[src/hw/rtl/lcd4_pkg.sv]
// ----------------------------------------------------------------------------
// lcd4_pkg: shared types and constants for the 4-bit character LCD sequencer
// Request codes, register indexes, timing constants and the table of
// power-up initialization phases.
// ----------------------------------------------------------------------------
`default_nettype none

package lcd4_pkg;

  // Request codes
  localparam logic [1:0] FUNC_INSTR = 2'd0;
  localparam logic [1:0] FUNC_CHAR  = 2'd1;
  localparam logic [1:0] FUNC_INIT  = 2'd2;

  // Configuration register indexes
  localparam int CFG_INDEX_W = 2;
  localparam int CFG_DATA_W  = 16;
  localparam logic [CFG_INDEX_W-1:0] REG_POST_WAIT = 2'd0;
  localparam logic [CFG_INDEX_W-1:0] REG_PULSE     = 2'd1;

  localparam logic [15:0] POST_WAIT_RESET = 16'd80;
  localparam logic [7:0]  PULSE_RESET     = 8'd1;

  // LCD instructions used by the initialization run
  localparam logic [7:0] CMD_RESET    = 8'h30;
  localparam logic [7:0] CMD_FUNC4BIT = 8'h28;
  localparam logic [7:0] CMD_DISP_OFF = 8'h08;
  localparam logic [7:0] CMD_CLEAR    = 8'h01;
  localparam logic [7:0] CMD_ENTRY    = 8'h06;
  localparam logic [7:0] CMD_DISP_ON  = 8'h0C;

  // Waits in microseconds
  localparam int WAIT_W = 17;
  localparam logic [WAIT_W-1:0] WAIT_POWERUP = 17'd100000;
  localparam logic [WAIT_W-1:0] WAIT_RESET1  = 17'd10000;
  localparam logic [WAIT_W-1:0] WAIT_RESET23 = 17'd200;
  localparam logic [WAIT_W-1:0] WAIT_CMD     = 17'd80;
  localparam logic [WAIT_W-1:0] WAIT_CLEAR   = 17'd4000;

  // Phase counting
  localparam int PHASE_W = 5;
  localparam logic [PHASE_W-1:0] BYTE_LAST    = 5'd3;
  localparam logic [PHASE_W-1:0] INIT_LAST    = 5'd28;
  localparam logic [PHASE_W-1:0] INIT_NIB_END = 5'd9;

  // Controller to datapath commands
  typedef struct packed {
    logic               start;  // request accepted, load its first phase
    logic               load;   // load the output register
    logic [PHASE_W-1:0] phase;  // phase index within the run
    logic               last;   // this phase closes the run
  } lcd4_cmd_t;

  // One initialization phase
  typedef struct packed {
    logic              powerup;
    logic [3:0]        nibble;
    logic              enable;
    logic [WAIT_W-1:0] extra;
  } init_step_t;

  function automatic logic [7:0] init_cmd(input logic [2:0] j);
    logic [7:0] c;
    case (j)
      3'd0:    c = CMD_FUNC4BIT;
      3'd1:    c = CMD_DISP_OFF;
      3'd2:    c = CMD_CLEAR;
      3'd3:    c = CMD_ENTRY;
      default: c = CMD_DISP_ON;
    endcase
    return c;
  endfunction

  function automatic init_step_t init_step(input logic [PHASE_W-1:0] p);
    init_step_t       s;
    logic [PHASE_W-1:0] q;
    logic [7:0]       c;
    s = '0;
    if (p == '0) begin
      // power-up hold
      s.powerup = 1'b1;
    end else if (p < INIT_NIB_END) begin
      // single-nibble resets and 4-bit select
      q = p - 5'd1;
      s.nibble = (q[2:1] == 2'd3) ? CMD_FUNC4BIT[7:4] : CMD_RESET[7:4];
      s.enable = ~q[0];
      if (q[0]) begin
        case (q[2:1])
          2'd0:    s.extra = WAIT_RESET1;
          2'd1:    s.extra = WAIT_RESET23;
          2'd2:    s.extra = WAIT_RESET23;
          default: s.extra = WAIT_CMD;
        endcase
      end
    end else begin
      // full instructions, four phases each
      q = p - INIT_NIB_END;
      c = init_cmd(q[4:2]);
      s.nibble = q[1] ? c[3:0] : c[7:4];
      s.enable = ~q[0];
      if (q[1:0] == 2'd3) begin
        s.extra = (q[4:2] == 3'd2) ? WAIT_CLEAR : WAIT_CMD;
      end
    end
    return s;
  endfunction

endpackage

`default_nettype wire

[src/hw/rtl/lcd4_ifs.sv]
// ----------------------------------------------------------------------------
// lcd4_ifs: channel interfaces of the 4-bit character LCD sequencer
// Request channel, pin-phase result channel and configuration write channel.
// ----------------------------------------------------------------------------
`default_nettype none

interface lcd4_req_if import lcd4_pkg::*; ();
  logic       valid;
  logic       ready;
  logic [1:0] func;
  logic [7:0] value;
  modport source (output valid, output func, output value, input ready);
  modport sink   (input valid, input func, input value, output ready);
endinterface

interface lcd4_phase_if import lcd4_pkg::*; ();
  logic              valid;
  logic              ready;
  logic              reg_select;
  logic [3:0]        nibble;
  logic              enable;
  logic [WAIT_W-1:0] wait_us;
  logic              last;
  modport source (output valid, output reg_select, output nibble, output enable,
                  output wait_us, output last, input ready);
  modport sink   (input valid, input reg_select, input nibble, input enable,
                  input wait_us, input last, output ready);
endinterface

interface lcd4_cfg_if import lcd4_pkg::*; ();
  logic                   valid;
  logic                   ready;
  logic [CFG_INDEX_W-1:0] index;
  logic [CFG_DATA_W-1:0]  data;
  modport source (output valid, output index, output data, input ready);
  modport sink   (input valid, input index, input data, output ready);
endinterface

`default_nettype wire

[src/hw/rtl/lcd4_ctrl.sv]
// ----------------------------------------------------------------------------
// lcd4_ctrl: sequencer controller
// Accepts requests, counts phases of the run and owns the result valid flag.
// ----------------------------------------------------------------------------
`default_nettype none

module lcd4_ctrl import lcd4_pkg::*; (
  input  wire logic       clk,
  input  wire logic       rst,
  input  wire logic       req_valid,
  input  wire logic [1:0] req_func,
  output logic            req_ready,
  input  wire logic       out_ready,
  output logic            out_valid,
  output lcd4_cmd_t       cmd
);

  localparam logic S_IDLE = 1'b0;
  localparam logic S_RUN  = 1'b1;

  logic               state;
  logic               mode_init;
  logic [PHASE_W-1:0] count;
  logic               out_free;
  logic               accept;
  logic               step;
  logic [PHASE_W-1:0] last_idx;

  // Output register free when empty or being drained
  assign out_free  = ~out_valid | out_ready;
  assign req_ready = (state == S_IDLE) & out_free;
  assign accept    = req_valid & req_ready;
  assign step      = (state == S_RUN) & out_free;
  assign last_idx  = mode_init ? INIT_LAST : BYTE_LAST;

  // Issue datapath commands; the unused code is taken and dropped
  always_comb begin
    cmd.start = accept & ((req_func == FUNC_INSTR) | (req_func == FUNC_CHAR) |
                          (req_func == FUNC_INIT));
    cmd.load  = cmd.start | step;
    cmd.phase = cmd.start ? '0 : count;
    cmd.last  = step & (count == last_idx);
  end

  // Advance the run
  always_ff @(posedge clk) begin
    if (rst) begin
      state     <= S_IDLE;
      mode_init <= 1'b0;
      count     <= '0;
      out_valid <= 1'b0;
    end else begin
      if (cmd.load) begin
        out_valid <= 1'b1;
      end else if (out_ready) begin
        out_valid <= 1'b0;
      end
      unique case (state)
        S_IDLE: begin
          if (cmd.start) begin
            state     <= S_RUN;
            count     <= 5'd1;
            mode_init <= (req_func == FUNC_INIT);
          end
        end
        S_RUN: begin
          if (step) begin
            if (count == last_idx) begin
              state <= S_IDLE;
              count <= '0;
            end else begin
              count <= count + 5'd1;
            end
          end
        end
        default: state <= S_IDLE;
      endcase
    end
  end

endmodule

`default_nettype wire

[src/hw/rtl/lcd4_dp.sv]
// ----------------------------------------------------------------------------
// lcd4_dp: sequencer datapath
// Holds the configuration registers and the request, builds each pin phase
// and registers it for the result channel.
// ----------------------------------------------------------------------------
`default_nettype none

module lcd4_dp import lcd4_pkg::*; (
  input  wire logic                   clk,
  input  wire logic                   rst,
  input  wire logic                   cfg_we,
  input  wire logic [CFG_INDEX_W-1:0] cfg_index,
  input  wire logic [CFG_DATA_W-1:0]  cfg_data,
  input  wire logic [1:0]             req_func,
  input  wire logic [7:0]             req_value,
  input  wire lcd4_cmd_t              cmd,
  output logic                        reg_select,
  output logic [3:0]                  nibble,
  output logic                        enable,
  output logic [WAIT_W-1:0]           wait_us,
  output logic                        last
);

  logic [15:0]       post_wait;
  logic [7:0]        pulse;
  logic              init_q;
  logic              rs_q;
  logic [7:0]        value_q;
  logic              sel_init;
  logic              sel_rs;
  logic [7:0]        sel_value;
  init_step_t        ist;
  logic [WAIT_W-1:0] pulse_ext;
  logic [WAIT_W-1:0] extra;
  logic [3:0]        nib_c;
  logic              en_c;
  logic [WAIT_W-1:0] wait_c;

  // Configuration registers
  always_ff @(posedge clk) begin
    if (rst) begin
      post_wait <= POST_WAIT_RESET;
      pulse     <= PULSE_RESET;
    end else if (cfg_we) begin
      unique case (cfg_index)
        REG_POST_WAIT: post_wait <= cfg_data;
        REG_PULSE:     pulse     <= cfg_data[7:0];
        default: ;
      endcase
    end
  end

  // Hold the request for the rest of its run
  always_ff @(posedge clk) begin
    if (cmd.start) begin
      init_q  <= (req_func == FUNC_INIT);
      rs_q    <= req_func[0];
      value_q <= req_value;
    end
  end

  // First phase comes straight from the request
  assign sel_init  = cmd.start ? (req_func == FUNC_INIT) : init_q;
  assign sel_rs    = cmd.start ? req_func[0] : rs_q;
  assign sel_value = cmd.start ? req_value : value_q;
  assign ist       = init_step(cmd.phase);
  assign pulse_ext = {{(WAIT_W-8){1'b0}}, pulse};

  // Build the phase fields
  always_comb begin
    if (sel_init) begin
      nib_c = ist.nibble;
      en_c  = ist.enable;
      extra = ist.extra;
    end else begin
      nib_c = cmd.phase[1] ? sel_value[3:0] : sel_value[7:4];
      en_c  = ~cmd.phase[0];
      extra = (cmd.phase == BYTE_LAST) ? {{(WAIT_W-16){1'b0}}, post_wait} : '0;
    end
    wait_c = (sel_init & ist.powerup) ? WAIT_POWERUP : (pulse_ext + extra);
  end

  // Output register
  always_ff @(posedge clk) begin
    if (cmd.load) begin
      reg_select <= sel_rs & ~sel_init;
      nibble     <= nib_c;
      enable     <= en_c;
      wait_us    <= wait_c;
      last       <= cmd.last;
    end
  end

endmodule

`default_nettype wire

[src/hw/rtl/char_lcd_4bit_sequencer_core.sv]
// ----------------------------------------------------------------------------
// char_lcd_4bit_sequencer_core: 4-bit character LCD pin-phase sequencer
// Turns instruction writes, character writes and initialization requests into
// runs of register select / nibble / enable / hold-time phases.
// ----------------------------------------------------------------------------
//   channel  direction  payload                                   handshake
//   req      in         func, value                               valid/ready
//   phase    out        reg_select, nibble, enable, wait_us, last valid/ready
//   cfg      in         index, data                               valid/ready
//
// One phase leaves per cycle from the output register while phase is not
// stalled; the phase counter runs 4 phases for a byte write, 29 for init.
// A new request is taken after the last phase is loaded and output is free.
// Stalls on phase hold the counter; cfg is always ready.
// rst is synchronous: registers return to post_wait_us 80, pulse_us 1.
// ----------------------------------------------------------------------------
`default_nettype none

module char_lcd_4bit_sequencer_core import lcd4_pkg::*; (
  input  wire logic    clk,
  input  wire logic    rst,
  lcd4_req_if.sink     req,
  lcd4_phase_if.source phase,
  lcd4_cfg_if.sink     cfg
);

  lcd4_cmd_t cmd;

  assign cfg.ready = 1'b1;

  lcd4_ctrl u_ctrl (
    .clk       (clk),
    .rst       (rst),
    .req_valid (req.valid),
    .req_func  (req.func),
    .req_ready (req.ready),
    .out_ready (phase.ready),
    .out_valid (phase.valid),
    .cmd       (cmd)
  );

  lcd4_dp u_dp (
    .clk        (clk),
    .rst        (rst),
    .cfg_we     (cfg.valid),
    .cfg_index  (cfg.index),
    .cfg_data   (cfg.data),
    .req_func   (req.func),
    .req_value  (req.value),
    .cmd        (cmd),
    .reg_select (phase.reg_select),
    .nibble     (phase.nibble),
    .enable     (phase.enable),
    .wait_us    (phase.wait_us),
    .last       (phase.last)
  );

endmodule

`default_nettype wire

[src/flat_wrapper.sv]
// flat-port wrapper written by rule: the top's interface ports become plain ports
module char_lcd_4bit_sequencer_core_flat import lcd4_pkg::*;
  (clk, rst, req_valid, req_func, req_value, req_ready, phase_valid, phase_reg_select, phase_nibble, phase_enable, phase_wait_us, phase_last, phase_ready, cfg_valid, cfg_index, cfg_data, cfg_ready);
  lcd4_req_if req_i ();
  lcd4_phase_if phase_i ();
  lcd4_cfg_if cfg_i ();
  input  wire logic clk;
  input  wire logic rst;
  input wire logic [$bits(req_i.valid)-1:0] req_valid;
  input wire logic [$bits(req_i.func)-1:0] req_func;
  input wire logic [$bits(req_i.value)-1:0] req_value;
  output wire logic [$bits(req_i.ready)-1:0] req_ready;
  output wire logic [$bits(phase_i.valid)-1:0] phase_valid;
  output wire logic [$bits(phase_i.reg_select)-1:0] phase_reg_select;
  output wire logic [$bits(phase_i.nibble)-1:0] phase_nibble;
  output wire logic [$bits(phase_i.enable)-1:0] phase_enable;
  output wire logic [$bits(phase_i.wait_us)-1:0] phase_wait_us;
  output wire logic [$bits(phase_i.last)-1:0] phase_last;
  input wire logic [$bits(phase_i.ready)-1:0] phase_ready;
  input wire logic [$bits(cfg_i.valid)-1:0] cfg_valid;
  input wire logic [$bits(cfg_i.index)-1:0] cfg_index;
  input wire logic [$bits(cfg_i.data)-1:0] cfg_data;
  output wire logic [$bits(cfg_i.ready)-1:0] cfg_ready;
  assign req_i.valid = req_valid;
  assign req_i.func = req_func;
  assign req_i.value = req_value;
  assign req_ready = req_i.ready;
  assign phase_valid = phase_i.valid;
  assign phase_reg_select = phase_i.reg_select;
  assign phase_nibble = phase_i.nibble;
  assign phase_enable = phase_i.enable;
  assign phase_wait_us = phase_i.wait_us;
  assign phase_last = phase_i.last;
  assign phase_i.ready = phase_ready;
  assign cfg_i.valid = cfg_valid;
  assign cfg_i.index = cfg_index;
  assign cfg_i.data = cfg_data;
  assign cfg_ready = cfg_i.ready;
  char_lcd_4bit_sequencer_core u_core (.clk(clk), .rst(rst), .req(req_i), .phase(phase_i), .cfg(cfg_i));
endmodule
[config.mk]
export PLATFORM = sky130hd
export DESIGN_NAME = char_lcd_4bit_sequencer_core_flat
export DESIGN_NICKNAME = d
export VERILOG_FILES = /design/src/hw/rtl/lcd4_pkg.sv /design/src/hw/rtl/lcd4_ifs.sv /design/src/hw/rtl/lcd4_ctrl.sv /design/src/hw/rtl/lcd4_dp.sv /design/src/hw/rtl/char_lcd_4bit_sequencer_core.sv /design/src/flat_wrapper.sv
export SDC_FILE = /design/constraint.sdc
export NUM_CORES = 1
export LEC_CHECK = 0
export BUFFER_PORTS_ARGS = -buffer_cell sky130_fd_sc_hd__buf_4
export CAP_MARGIN = 20
export CORE_ASPECT_RATIO = 1.75
export CORE_MARGIN = 4
export CORE_UTILIZATION = 50
export CTS_BUF_LIST = sky130_fd_sc_hd__clkbuf_8 sky130_fd_sc_hd__clkbuf_16
export CTS_CLUSTER_SIZE = 20
export DETAILED_ROUTE_END_ITERATION = 16
export HOLD_SLACK_MARGIN = 0.05
export PLACE_DENSITY = 0.78
export SYNTH_ARGS = -nofsm -noshare
export SYNTH_HDL_FRONTEND = slang
export SYNTH_SLANG_ARGS = --single-unit
[constraint.sdc]
create_clock -name clk -period 5.57 [get_ports clk]
set_input_delay 0.2785 -clock clk [delete_from_list [all_inputs] [get_ports clk]]
set_output_delay 0.2785 -clock clk [all_outputs]
set_load 0.05 [all_outputs]
==> metrics.md <==
| Metric | Value |
|---|---|
| Status | finished, final reports clean |
| Rel. slew slack | 38.52% |
| N_diodes | 0 |
| Ports | 60 |
| Initial antenna violation count | 0 |
| Via density | 5.816 |
| Worst Min Path Start | req_value[0] |
| R2R depth | 17 |
| Reg area | 1562 um^2 |
| Min-Delay Endpoint | u_core.u_dp.value_q[0] |
| Final Core Density | 61.59% |
| WP data arrival | 4.11 ns |
| Clk slew on worst S/H paths | 0.05 ns |
| Die Span X | 72.74 um |
| F_max | 248.1 MHz |
| Maxcap violations | 0 |
| Area of the multi-input gates | 1972 um^2 |
| Fin Setup TNS | 0 ns |
| R2R setup slack | 1.54 ns |
| Cts bufs inserted | 9 |
| CTS tree | done |
| Total core area | 7182 um^2 |
| Post-synthesis average cell area | 8.450 um^2 |
| DRT iter0 DRCs | 311 |
| Max FO, Critical Path | 26 |
| Vias in the first global route | 3,258 |
| Global-route wire length before repair | 15.30 mm |
| CTS Sinks | 66 |
| P&R area growth vs syn | 20.61% |
| Drt pass-1 iters | 5 |
| DP Wirelength | 6.756 mm |
| Final Hold Viols | 0 |
| Min-delay worst type | input port to flip-flop |
| Clk_lat worst skew | 0.34 ns |
| RSZ-0062 raised after global routing | no |
| Worst EP required | 5.65 ns |
| Worst setup EP type | flip-flop |
| Nets | 531 |
| Syn nets | 480 |
| CTS H-tree lvls | 3 |
| Critical Path Source Type | flip-flop |
| Tcrit/Tclk final | 72.36% |
| Leakage | 1.905 nW |
| Worst vdd ir | 0.1546 mV |
| WS Path Type | flip-flop to flip-flop |
| Port bufs | 58 |
| GR Overflow Total | 0 |
| Ys async rst share | 0% |
| GPL Wtd Cong | 1.028 |
| Final ANT Viol Nets | 0 |
| Hold_buf cts | 0 |
| CTS Root Cell | clkbuf_16 |
| Final wirelength | 9.323 mm |
| Cts repair resizes | 0 |
| Predominant post-synthesis flop cell | dfxtp_1 |
| Final setup fails | 0 |
| Vias | 3,350 |
| Pwr dens | 309.5 nW/um^2 |
| Post-synthesis cell type count | 67 |
| Synthesis Warnings | 0 |
| Largest net degree at the start of global routing | 33 |
| Die area | 8823 um^2 |
| Deepest clock path buffer count | 2 |
| Initial Utilization | 51.06% |
| Gr usage total | 22.34% |
| Setup Fix Bufs, Post-CTS | 0 |
| DR WL/cell | 16.19 um |
| Syn Std Cell Area | 3667 um^2 |
| Layout cells sized above 1 | 18.37% |
| Hold depth | 3 |
| Register area share after synthesis | 42.58% |
| FILL cells | 656 |
| Chip height | 121.3 um |
| Cell Rows | 41 |
| Synth Instances | 434 |
| EDFF count, synth | 24 |
| DR DRC count | 0 |
| Worst Tran Pin Value | 0.9182 ns |
| Final Slew Violations | 0 |
| Reg-to-Reg Start | u_core.u_ctrl.out_valid |
| Clock skew | 0.006524 ns |
| Final worst path period need | 4.031 ns |
| Yosys reg bits | 66 |
| RR Endpoint | u_core.u_dp.wait_us[13] |
==> metrics by stage <==
| step | total power, mW | hold slack [ns] | setup slack, ns | instances | instance area [um^2] |
|---|---|---|---|---|---|
| finish | 1.369 | 0.1239 | 1.539 | 576 | 4423 |
| CTS | 1.370 | 0.1235 | 1.577 | 576 | 4423 |
| detailed placement | 0.8869 | 0.4365 | 1.581 | 560 | 4167 |
| global placement | 0.8787 | 0.4276 | 1.668 | 560 | 4167 |
| global route | 1.420 | 0.1429 | 1.174 | 576 | 4423 |
| floorplan | 0.7922 | 0.3729 | 1.208 | 434 | 3667 |
==> layout by cell type (no fill, tap or decap), drive strengths merged, types with 2 or more instances in the layout <==
cell,n
clkbuf,9
nor3b,4
nor3,10
o211ai,2
and3,7
nand2,88
a211oi,3
buf,65
a21oi,40
nand3,11
dfxtp,42
a32oi,2
nor4,5
a31oi,3
o31a,2
a21o,2
o22ai,4
nor2b,5
and2,3
ha,12
or2,2
o221ai,2
o41ai,2
xor2,7
mux2i,9
nor2,39
inv,15
or3,4
clkinv,2
edfxtp,24
o21ai,21
o21a,5
a2bb2oi,4
nand3b,3
nand2b,6
xnor2,5
or3b,2
==> worst max-delay path, stage by stage, from the launching register on <==
cell and delay (ns):
dfxtp_1 0.34, nor2b_1 0.29, or3_1 0.16, buf_4 0.27, nand2_1 0.12, ha_1 0.36, nor3_1 0.14, nor2_1 0.06
o22ai_1 0.13, o21ai_0 0.10, a311oi_1 0.29, ha_1 0.31, nor2_1 0.06, o21ai_0 0.17, a21oi_1 0.27, nor4_1 0.44
xor2_1 0.20, nor2_1 0.06
==> power by group <==
part / internal (mW) / switching, mW / leakage, nW
Sequential: 0.556 / 0.0241 / 0.582
Combinational: 0.0981 / 0.200 / 1.18
Clock: 0.292 / 0.198 / 0.144
==> flip-flops by register name (all words and copies together), names as in the netlist, 4 cells and up <==
| register | count |
|---|---|
| u_core.u_dp.post_wait | 16 |
| u_core.u_dp.value_q | 8 |
| u_core.u_dp.nibble | 4 |
| u_core.u_ctrl.count | 5 |
| u_core.u_dp.wait_us | 17 |
| u_core.u_dp.pulse | 8 |
==> layout make-up <==
type / count / share of cell area, %
inverter: 10 / 0.8487
sequential: 66 / 35.30
clock inverter: 7 / 0.7072
timing repair buffer: 65 / 11.03
tap: 86 / 2.433
clock buffer: 9 / 5.092
multi-input combinational: 333 / 44.58
==> logic make-up (layout without fill, tap and decap cells) <==
family	Yosys count	in the layout	synth area share, %
other	1	1	0.1023
AOI/OAI and AO/OA	101	101	17.47
adders and majority gates	13	13	4.640
buffers and inverters	35	91	3.923
DFF	66	66	42.58
xor gates and xnor gates	12	12	2.866
muxes	10	10	2.764
and+or+nand+nor	196	196	25.66
==> how the worst max path moves through the flow <==
| stage | from | endpoint | depth (start not counted) |
|---|---|---|---|
| finish | u_core.u_ctrl.out_valid | u_core.u_dp.wait_us[13] | 17 |
| global route | u_core.u_ctrl.out_valid | u_core.u_dp.wait_us[13] | 17 |
| CTS | u_core.u_ctrl.out_valid | u_core.u_dp.wait_us[13] | 17 |
| detailed placement | phase_ready | u_core.u_dp.wait_us[13] | 18 |
| global placement | req_func[0] | u_core.u_dp.wait_us[13] | 18 |
| floorplan | u_core.u_ctrl.out_valid | u_core.u_dp.wait_us[12] | 19 |
==> routing by layer <==
layer	part of all wire [%]	global-route usage (%)
met1	37	22.44
met2	55	41.18
met3	4.8	5.058
met4	3.4	11.66
met5	0	0
==> synthesized netlist by cell type (2+ instances only) <==
cell type,number,area (um^2)
a211oi_1,3,22.52
a21o_1,2,15.01
a21oi_1,39,195.2
a2bb2oi_1,4,35.03
a31oi_1,3,18.77
a32oi_1,2,17.52
and2_1,3,18.77
and3_1,7,43.79
clkbuf_1,21,78.83
dfxtp_1,42,840.8
edfxtp_1,24,720.7
ha_1,12,150.1
inv_1,9,33.78
mux2i_1,9,90.09
nand2_1,88,330.3
nand2b_1,6,37.54
nand3_1,10,50.05
nand3b_1,3,22.52
nor2_1,39,146.4
nor2b_1,5,31.28
nor3_1,9,45.04
nor3b_1,4,30.03
nor4_1,4,25.02
o211ai_1,2,15.01
o21a_1,5,37.54
o21ai_0,19,95.09
o21ai_1,2,10.01
o221ai_1,2,17.52
o22ai_1,4,25.02
o31a_1,2,17.52
or2_2,2,12.51
or3_1,3,18.77
xnor2_1,5,43.79
xor2_1,7,61.31
(Power assumes the default switching activity.)
